$ cat config.mk
export PLATFORM = sky130hd
export DESIGN_NAME = cce_front
export DESIGN_NICKNAME = d
export VERILOG_FILES = /design/src/rtl/cce_pkg.sv /design/src/rtl/cce_front.sv
export SDC_FILE = /design/constraint.sdc
export NUM_CORES = 1
export LEC_CHECK = 0
export BUFFER_PORTS_ARGS = -buffer_cell sky130_fd_sc_hd__buf_4
export CORE_AREA = 2 2 145 147
export CTS_CLUSTER_DIAMETER = 80
export CTS_CLUSTER_SIZE = 30
export DETAILED_ROUTE_END_ITERATION = 8
export DIE_AREA = 0 0 147 149
export GPL_ROUTABILITY_DRIVEN = 0
export PLACE_DENSITY = 0.45
export SLEW_MARGIN = 20
export SYNTH_ARGS = -nofsm -noshare
export SYNTH_HDL_FRONTEND = slang
export SYNTH_SLANG_ARGS = --single-unit
export TNS_END_PERCENT = 30
$ cat constraint.sdc
create_clock -name clock -period 9.4 [get_ports clock]
set_clock_uncertainty 0.1 [all_clocks]
set_input_delay 2.82 -clock clock [delete_from_list [all_inputs] [get_ports clock]]
set_output_delay 2.82 -clock clock [all_outputs]
set_load 0.03 [all_outputs]
$ cat src/rtl/cce_pkg.sv
`default_nettype none
// ----------------------------------------------------------------------------
// cce_pkg: shared types and constants of the cheat code engine
// Command, code type, status and queue item definitions used by all modules.
// ----------------------------------------------------------------------------
package cce_pkg;

   localparam int ADDR_BITS = 16;
   localparam int MEM_SIZE  = 1 << ADDR_BITS;
   localparam int CODE_ADDR_BITS = 21;
   localparam int TYPE_SHIFT = 24;

   // request commands
   localparam logic [1:0] CMD_CODE   = 2'd0;
   localparam logic [1:0] CMD_MEM_WR = 2'd1;
   localparam logic [1:0] CMD_MEM_RD = 2'd2;

   // response status codes
   localparam logic [1:0] ST_DONE    = 2'd0;
   localparam logic [1:0] ST_AWAIT   = 2'd1;
   localparam logic [1:0] ST_SKIPPED = 2'd2;
   localparam logic [1:0] ST_IGNORED = 2'd3;

   // pending pair kinds
   localparam logic [1:0] PEND_NONE  = 2'd0;
   localparam logic [1:0] PEND_SLIDE = 2'd1;
   localparam logic [1:0] PEND_COPY  = 2'd2;

   // code type bytes
   localparam logic [7:0] TYP_W8    = 8'h30;
   localparam logic [7:0] TYP_W16   = 8'h80;
   localparam logic [7:0] TYP_ADD16 = 8'h10;
   localparam logic [7:0] TYP_SUB16 = 8'h11;
   localparam logic [7:0] TYP_ADD8  = 8'h20;
   localparam logic [7:0] TYP_SUB8  = 8'h21;
   localparam logic [7:0] TYP_SLIDE = 8'h50;
   localparam logic [7:0] TYP_COPY  = 8'hC2;
   localparam logic [7:0] TYP_C8_EQ = 8'hE0;
   localparam logic [7:0] TYP_C8_NE = 8'hE1;
   localparam logic [7:0] TYP_C8_LT = 8'hE2;
   localparam logic [7:0] TYP_C8_GT = 8'hE3;
   localparam logic [7:0] TYP_C16_EQ = 8'hD0;
   localparam logic [7:0] TYP_C16_NE = 8'hD1;
   localparam logic [7:0] TYP_C16_LT = 8'hD2;
   localparam logic [7:0] TYP_C16_GT = 8'hD3;

   // compare selects (low two bits of the compare type)
   localparam logic [1:0] CMP_EQ = 2'd0;
   localparam logic [1:0] CMP_NE = 2'd1;
   localparam logic [1:0] CMP_LT = 2'd2;
   localparam logic [1:0] CMP_GT = 2'd3;

   typedef enum logic [1:0] {
      K_CODE, K_MWR, K_MRD, K_BAD
   } kind_type;

   typedef enum logic [3:0] {
      OP_W8, OP_W16, OP_ADD16, OP_SUB16, OP_ADD8, OP_SUB8,
      OP_SLIDE, OP_COPY, OP_CMP8, OP_CMP16, OP_UNK
   } op_type;

   typedef enum logic [3:0] {
      S_CLEAR, S_IDLE, S_DECODE, S_MRD, S_RD_LO, S_RD_HI, S_CALC,
      S_WR_HI, S_SLIDE, S_SLIDE_HI, S_CP_RD, S_CP_WR, S_RESP
   } state_type;

   typedef struct packed {
      kind_type                  kind;
      op_type                    op;
      logic                      wide;
      logic [1:0]                cmp_sel;
      logic [CODE_ADDR_BITS-1:0] addr;
      logic [15:0]               value;
      logic                      last;
      logic [ADDR_BITS-1:0]      maddr;
      logic [7:0]                mdata;
   } item_type;

   typedef struct packed {
      logic pop;
      logic clearing;
   } back_stat_type;

endpackage
`default_nettype wire

$ cat src/rtl/cce_front.sv
`default_nettype none
// ----------------------------------------------------------------------------
// cce_front: request intake and classification
// Decodes each request into a queue item and holds it in a two-entry queue.
// ----------------------------------------------------------------------------
module cce_front (
   input  wire logic                          clock,
   input  wire logic                          reset,
   input  wire logic                          req_valid,
   output logic                               req_ready,
   input  wire logic [1:0]                    req_command,
   input  wire logic [31:0]                   req_code_word,
   input  wire logic [15:0]                   req_code_value,
   input  wire logic                          req_last_of_group,
   input  wire logic [cce_pkg::CODE_ADDR_BITS-1:0] req_mem_address,
   input  wire logic [7:0]                    req_mem_data,
   input  wire cce_pkg::back_stat_type        bstat,
   output logic                               q_valid,
   output cce_pkg::item_type                  q_item
);
   import cce_pkg::*;

   item_type   dec;
   logic [7:0] code_type;
   item_type   q_ff [2];
   logic       wr_ptr_ff, wr_ptr_in, rd_ptr_ff, rd_ptr_in;
   logic [1:0] cnt_ff, cnt_in;
   logic       push;

   assign code_type = req_code_word[TYPE_SHIFT +: 8];

   always_comb begin
      dec         = '0;
      dec.addr    = req_code_word[CODE_ADDR_BITS-1:0];
      dec.value   = req_code_value;
      dec.last    = req_last_of_group;
      dec.maddr   = req_mem_address[ADDR_BITS-1:0];
      dec.mdata   = req_mem_data;
      dec.cmp_sel = code_type[1:0];
      unique case (req_command)
         CMD_CODE:   dec.kind = K_CODE;
         CMD_MEM_WR: dec.kind = K_MWR;
         CMD_MEM_RD: dec.kind = K_MRD;
         default:    dec.kind = K_BAD;
      endcase
      unique case (code_type) inside
         TYP_W8:    dec.op = OP_W8;
         TYP_W16:   dec.op = OP_W16;
         TYP_ADD16: dec.op = OP_ADD16;
         TYP_SUB16: dec.op = OP_SUB16;
         TYP_ADD8:  dec.op = OP_ADD8;
         TYP_SUB8:  dec.op = OP_SUB8;
         TYP_SLIDE: dec.op = OP_SLIDE;
         TYP_COPY:  dec.op = OP_COPY;
         TYP_C8_EQ, TYP_C8_NE, TYP_C8_LT, TYP_C8_GT:     dec.op = OP_CMP8;
         TYP_C16_EQ, TYP_C16_NE, TYP_C16_LT, TYP_C16_GT: dec.op = OP_CMP16;
         default:   dec.op = OP_UNK;
      endcase
      dec.wide = (dec.op == OP_W16) || (dec.op == OP_ADD16) ||
                 (dec.op == OP_SUB16) || (dec.op == OP_CMP16);
   end

   assign req_ready = (cnt_ff != 2'd2) && !bstat.clearing;
   assign push      = req_valid && req_ready;
   assign q_valid   = (cnt_ff != 2'd0);
   assign q_item    = q_ff[rd_ptr_ff];

   always_comb begin
      wr_ptr_in = push ? ~wr_ptr_ff : wr_ptr_ff;
      rd_ptr_in = bstat.pop ? ~rd_ptr_ff : rd_ptr_ff;
      cnt_in    = cnt_ff + {1'b0, push} - {1'b0, bstat.pop};
   end

   always_ff @(posedge clock) begin
      if (reset) begin
         wr_ptr_ff <= 1'b0;
         rd_ptr_ff <= 1'b0;
         cnt_ff    <= 2'd0;
      end else begin
         wr_ptr_ff <= wr_ptr_in;
         rd_ptr_ff <= rd_ptr_in;
         cnt_ff    <= cnt_in;
      end
   end

   always_ff @(posedge clock) begin
      if (push) begin
         q_ff[wr_ptr_ff] <= dec;
      end
   end

endmodule
`default_nettype wire

# Word-level counts from Yosys, hierarchy flattened
# Memories as Yosys holds them, arrays and structs flattened. A register that Yosys moved wholly into a read port is not among the register bits.
# Cells that the tools add are included.
# word_totals
regBits	4
ramBits	142
inputBits	85
output_inout_bits	73
word_cells	47
memories	1
# mem_list
memory	words	word_bits	rd	rd_ports_with_merged_regs	wr	line	source
q_ff	2	71	1	1	1	cce_front.sv:25	item_type q_ff [2];
# op_classes
addsub	2
n_eq_ne	23
n_mux	6
n_bitwise	2
n_reduce_logical	10
# ops
operator	count
8-bit == test, second input constant	10
4-bit one-hot mux with 10 select lines	1
8-bit by 6-bit == test with 1-bit output, second input constant	3
8-bit by 5-bit == test with 1-bit output, second input constant	2
4-bit by 2-bit == test with 1-bit output, second input constant	2
8-bit by 7-bit == test with 1-bit output, second input constant	1
4-bit OR reduction	2
2-bit one-hot mux with 3 select lines	1
4-bit by 1-bit == test with 1-bit output, second input constant	1
4-bit == test, second input constant	1
1-bit 2-to-1 mux	4
1-bit logical OR	3
2-bit by 1-bit adder with 2-bit output	1
2-bit by 1-bit == test with 1-bit output, second input constant	1
2-bit == test, second input constant	1
1-bit logical AND	2
2-bit zero test	1
2-bit != test, second input constant	1
1-bit inverter	2
2-bit nonzero test	1
2-bit by 1-bit subtractor with 2-bit output	1
1-bit zero test	1

# Depth between registers and ports, before layout
# logic_depth
ltp_word	7
mapped_depth	8
depth_no_buf	8

# Least setup slack after synthesis
# OpenSTA, ideal clock, no wires.
# synth_path
path_type	in2reg
startpoint	input port bstat[0] in the netlist's numbering
endpoint	memory q_ff[0][0] in the netlist's numbering (enable)
setup_time_ps	501
arrival_time_ps	6012
t_required_ps	8799
setup_slack_ps	2787
cell_stages	3
path_buffers	0
cell_sequence	inv_1 o211ai_1 nor2_1
# synth_between
elab_chain_cells	5
# synth_lines
element	line	source
from (decl)	cce_front.sv:17	input wire cce_pkg::back_stat_type bstat,
1-bit zero test	cce_front.sv:63	assign req_ready = (cnt_ff != 2'd2) && !bstat.clearing;
1-bit logical AND	cce_front.sv:63	
1-bit logical AND	cce_front.sv:64	assign push = req_valid && req_ready;
1-bit 2-to-1 mux	cce_front.sv:87	if (push) begin
1-bit 2-to-1 mux (not written as such)	cce_front.sv:88	q_ff[wr_ptr_ff] <= dec;
to (decl)	cce_front.sv:25	
# No other way between the ends.

# Final worst setup path
# layout_path
startpoint	input port bstat[0] in the netlist's numbering
endpoint	output port req_ready
# layout_between
elab_chain_cells	2
# layout_lines
element	line	source
1-bit zero test	cce_front.sv:63	
1-bit logical AND	cce_front.sv:63	
to (decl)	cce_front.sv:10	output logic req_ready,
# No other way between the ends.

==> results.sh <==
export IMPL_finalSetupViolCount=0
export IMPL_grt_busiest_layer="met2"
export IMPL_dieArea_sq_um=21900
export IMPL_post_route_period_util=0.6526
export IMPL_areaGrowthSynthToFinish_pct=35.17
export IMPL_critPathArrivalTime_ns=3.21
export IMPL_io_buffers=149
export IMPL_drive_gt1_frac=0.5498
export IMPL_vias=3092
export IMPL_crit_family="buffers and inverters"
export IMPL_critPathBufInv=2
export IMPL_drt_vias_per_instance=4.195
export IMPL_hold_path_class="reg2reg"
export IMPL_start_util=0.2724
export IMPL_maxCapViolations=0
export IMPL_cp_required_ns=6.48
export IMPL_cts_root_buffer="clkbuf_16"
export IMPL_ys_flop_type="edfxtp_1"
export IMPL_die_height_um=149
export IMPL_rows=53
export IMPL_critPathCaptureType="output port"
export IMPL_cts_tree="yes"
export IMPL_power_switching_uw=408.4
export IMPL_synthCells=293
export IMPL_crit_path_max_fanout=2
export IMPL_antenna_found_initial=0
export IMPL_critical_path_max_stage_delay_ns=0.17
export IMPL_first_pass_iters=4
export IMPL_rsz0062_at_grt="no"
export IMPL_cts_max_level=4
export IMPL_avgSynthCellArea_sq_um=19.11
export IMPL_use_met3=0.04312
export IMPL_clk_path_buf_depth=2
export IMPL_yosysWarnings=0
export IMPL_seq_power_share=0.475
export IMPL_grt_overflow_total=0
export IMPL_post_route_util=0.3682
export IMPL_synth_nets=380
export IMPL_max_vdd_ir_drop_mv=0.1171
export IMPL_synth_async_reset_ratio=0
export IMPL_startpoint_type="primary input"
export IMPL_hold_buffers=0
export IMPL_clock_latency_ns=0.41
export IMPL_swShare=0.2499
export IMPL_clkPwrFrac=0.371
export IMPL_path_clk_slew_ns=0.06
export IMPL_fin_setup_tns_ns=0
export IMPL_status="complete, no violations"
export IMPL_fin_nets=537
export IMPL_leakagePower_nw=2.741
export IMPL_place_area_sq_um=7024
export IMPL_path_common_cell="buf_4"
export IMPL_min_period_ns=6.134
export IMPL_cts_setup_buffers=0
export IMPL_comb_power_share=0.154
export IMPL_num_antenna_cells=0
export IMPL_synth_seq_cells=147
export IMPL_tightest_slew_ns=1.007
export IMPL_ant_nets=0
export IMPL_drc=0
export IMPL_drv_slew=0
export IMPL_grt_max_degree=72
export IMPL_clock_sinks=147
export IMPL_yosysSeqAreaShare=0.7793
export IMPL_slowest_stage="buf_4"
export IMPL_grt_pass1_vias=3287
export IMPL_routed_wl_mm=11.34
export IMPL_internal_power_mw=1.226
export IMPL_synth_distinct_cells=36
export IMPL_dpl_hpwl_mm=6.890
export IMPL_grt_met2_usage=0.1746
export IMPL_globalRouteMet1Util=0.1249
export IMPL_fmax_ghz=0.1630
export IMPL_power_density_nw_per_um2=215.9
export IMPL_cts_buffers=17
export IMPL_synth_area_sq_um=5600
export IMPL_hold_violations=0
export IMPL_synth_edff_count=142
export IMPL_die_x_um=147
export IMPL_post_route_cell_area_sq_um=7570
export IMPL_worstPathCellList="buf_4 > a21oi_1 > buf_4"
export IMPL_slew_limit_headroom=0.3271
export IMPL_routedWlPerCell_um=15.38
export IMPL_ctsResizeCount=0
export IMPL_io_pins=158
export IMPL_core_area_sq_um=20560
export IMPL_drt_iter0_drc=141
export IMPL_grt_pass1_wl_mm=17.46
export IMPL_crit_type="in2out"
export IMPL_grt_usage=0.1066
==> synthesized netlist by cell type, types with 3 or more instances <==
cell / count / area [sq um]
edfxtp_1: 142 / 4264
mux2_2: 71 / 799.5
nor2_1: 11 / 41.29
buf_2: 10 / 50.05
inv_1: 6 / 22.52
nand2_1: 6 / 22.52
dfxtp_1: 5 / 100.1
xnor2_1: 4 / 35.03
a21oi_1: 3 / 15.01
clkbuf_1: 3 / 11.26
nand3_1: 3 / 15.01
==> sequential cells by signal, indices dropped and copies added, names as in the netlist, named ones only <==
| name | flops |
|---|---|
| cnt_ff | 2 |
| q_ff | 142 |
| rd_ptr_ff | 1 |
| wr_ptr_ff | 1 |
==> cell usage in the layout, fill, tap and decap left out, drive strengths merged, types with 2 or more instances in the layout <==
cell      Yosys  layout
clkinvlp      0       2
nor2         11      11
nand3         3       3
a21boi        2       2
edfxtp      142     142
clkinv        0       9
inv           6       6
buf          11     152
clkbuf        3      19
mux2         71      71
a21oi         3       3
dfxtp         5       5
o21ai         4       4
nand2         6       6
xnor2         4       4
nor2b         2       2
nor3          2       2
ha            2       2
==> layout make-up <==
cell class	instances	area, sq um
fillers	1984	12990
flip-flops and latches	147	4368
multi-input cells	126	1156
repair buffers	152	1154
clock buffers	19	432.9
well taps	275	344.1
clock inverters	12	92.59
inverters	6	22.52
==> power groups by stage <==
stage               Clock [mW]  Combinational [mW]  Sequential [mW]
global placement             0               0.246            0.796
CTS                      0.629               0.249            0.784
detailed placement           0               0.248            0.797
global route             0.656               0.269            0.781
finish                   0.607               0.251            0.776
floorplan                    0               0.158            0.785
==> logic make-up (layout without fill, tap and decap cells) <==
group | count (synthesis) | in the layout | share of synthesized area
muxes | 71 | 71 | 0.1428
xor gates and xnor gates | 4 | 4 | 0.006255
adders and majority gates | 2 | 2 | 0.004468
AOI/OAI and AO/OA | 16 | 16 | 0.01944
buffers and inverters | 20 | 189 | 0.01698
and+or+nand+nor | 33 | 33 | 0.03083
DFF | 147 | 147 | 0.7793
==> tightest hold or removal path: stages (launching register included) <==
cell	delay [ns]
dfxtp_1	0.33
xnor2_1	0.09
nor2_1	0.08
==> metrics by stage <==
| stage | setup WS [ns] | total power, mW | cells | hold WS, ns |
|---|---|---|---|---|
| after floorplan | 2.787 | 0.9430 | 293 | 0.3799 |
| after global placement | 3.255 | 1.042 | 705 | 0.3974 |
| after detailed placement | 3.268 | 1.045 | 705 | 0.4122 |
| after CTS | 3.260 | 1.662 | 736 | 0.4301 |
| after global routing | 3.230 | 1.706 | 737 | 0.4507 |
| final | 3.266 | 1.634 | 737 | 0.4241 |
==> layer usage <==
layer | share of wire | vias to the layer above
met4 | 0.015 | 0
met5 | 0 | -
met1 | 0.43 | 1528
li1 | - | 1453
met3 | 0.071 | 13
met2 | 0.49 | 98
==> path summary, 6_finish.rpt <==
| path | startpoint | end | slack (ns) | cells after the start |
|---|---|---|---|---|
| max | bstat[0] | req_ready | 3.27 | 3 |
| max reg2reg | cnt_ff[1]$_SDFF_PP0_ | q_ff[0][18]$_DFFE_PP_ | 6.68 | 4 |
| min reg2reg | rd_ptr_ff$_SDFFE_PP0P_ | rd_ptr_ff$_SDFFE_PP0P_ | 0.42 | 2 |
| min | rd_ptr_ff$_SDFFE_PP0P_ | rd_ptr_ff$_SDFFE_PP0P_ | 0.42 | 2 |
Note: power is estimated with default switching activity, not from simulation.
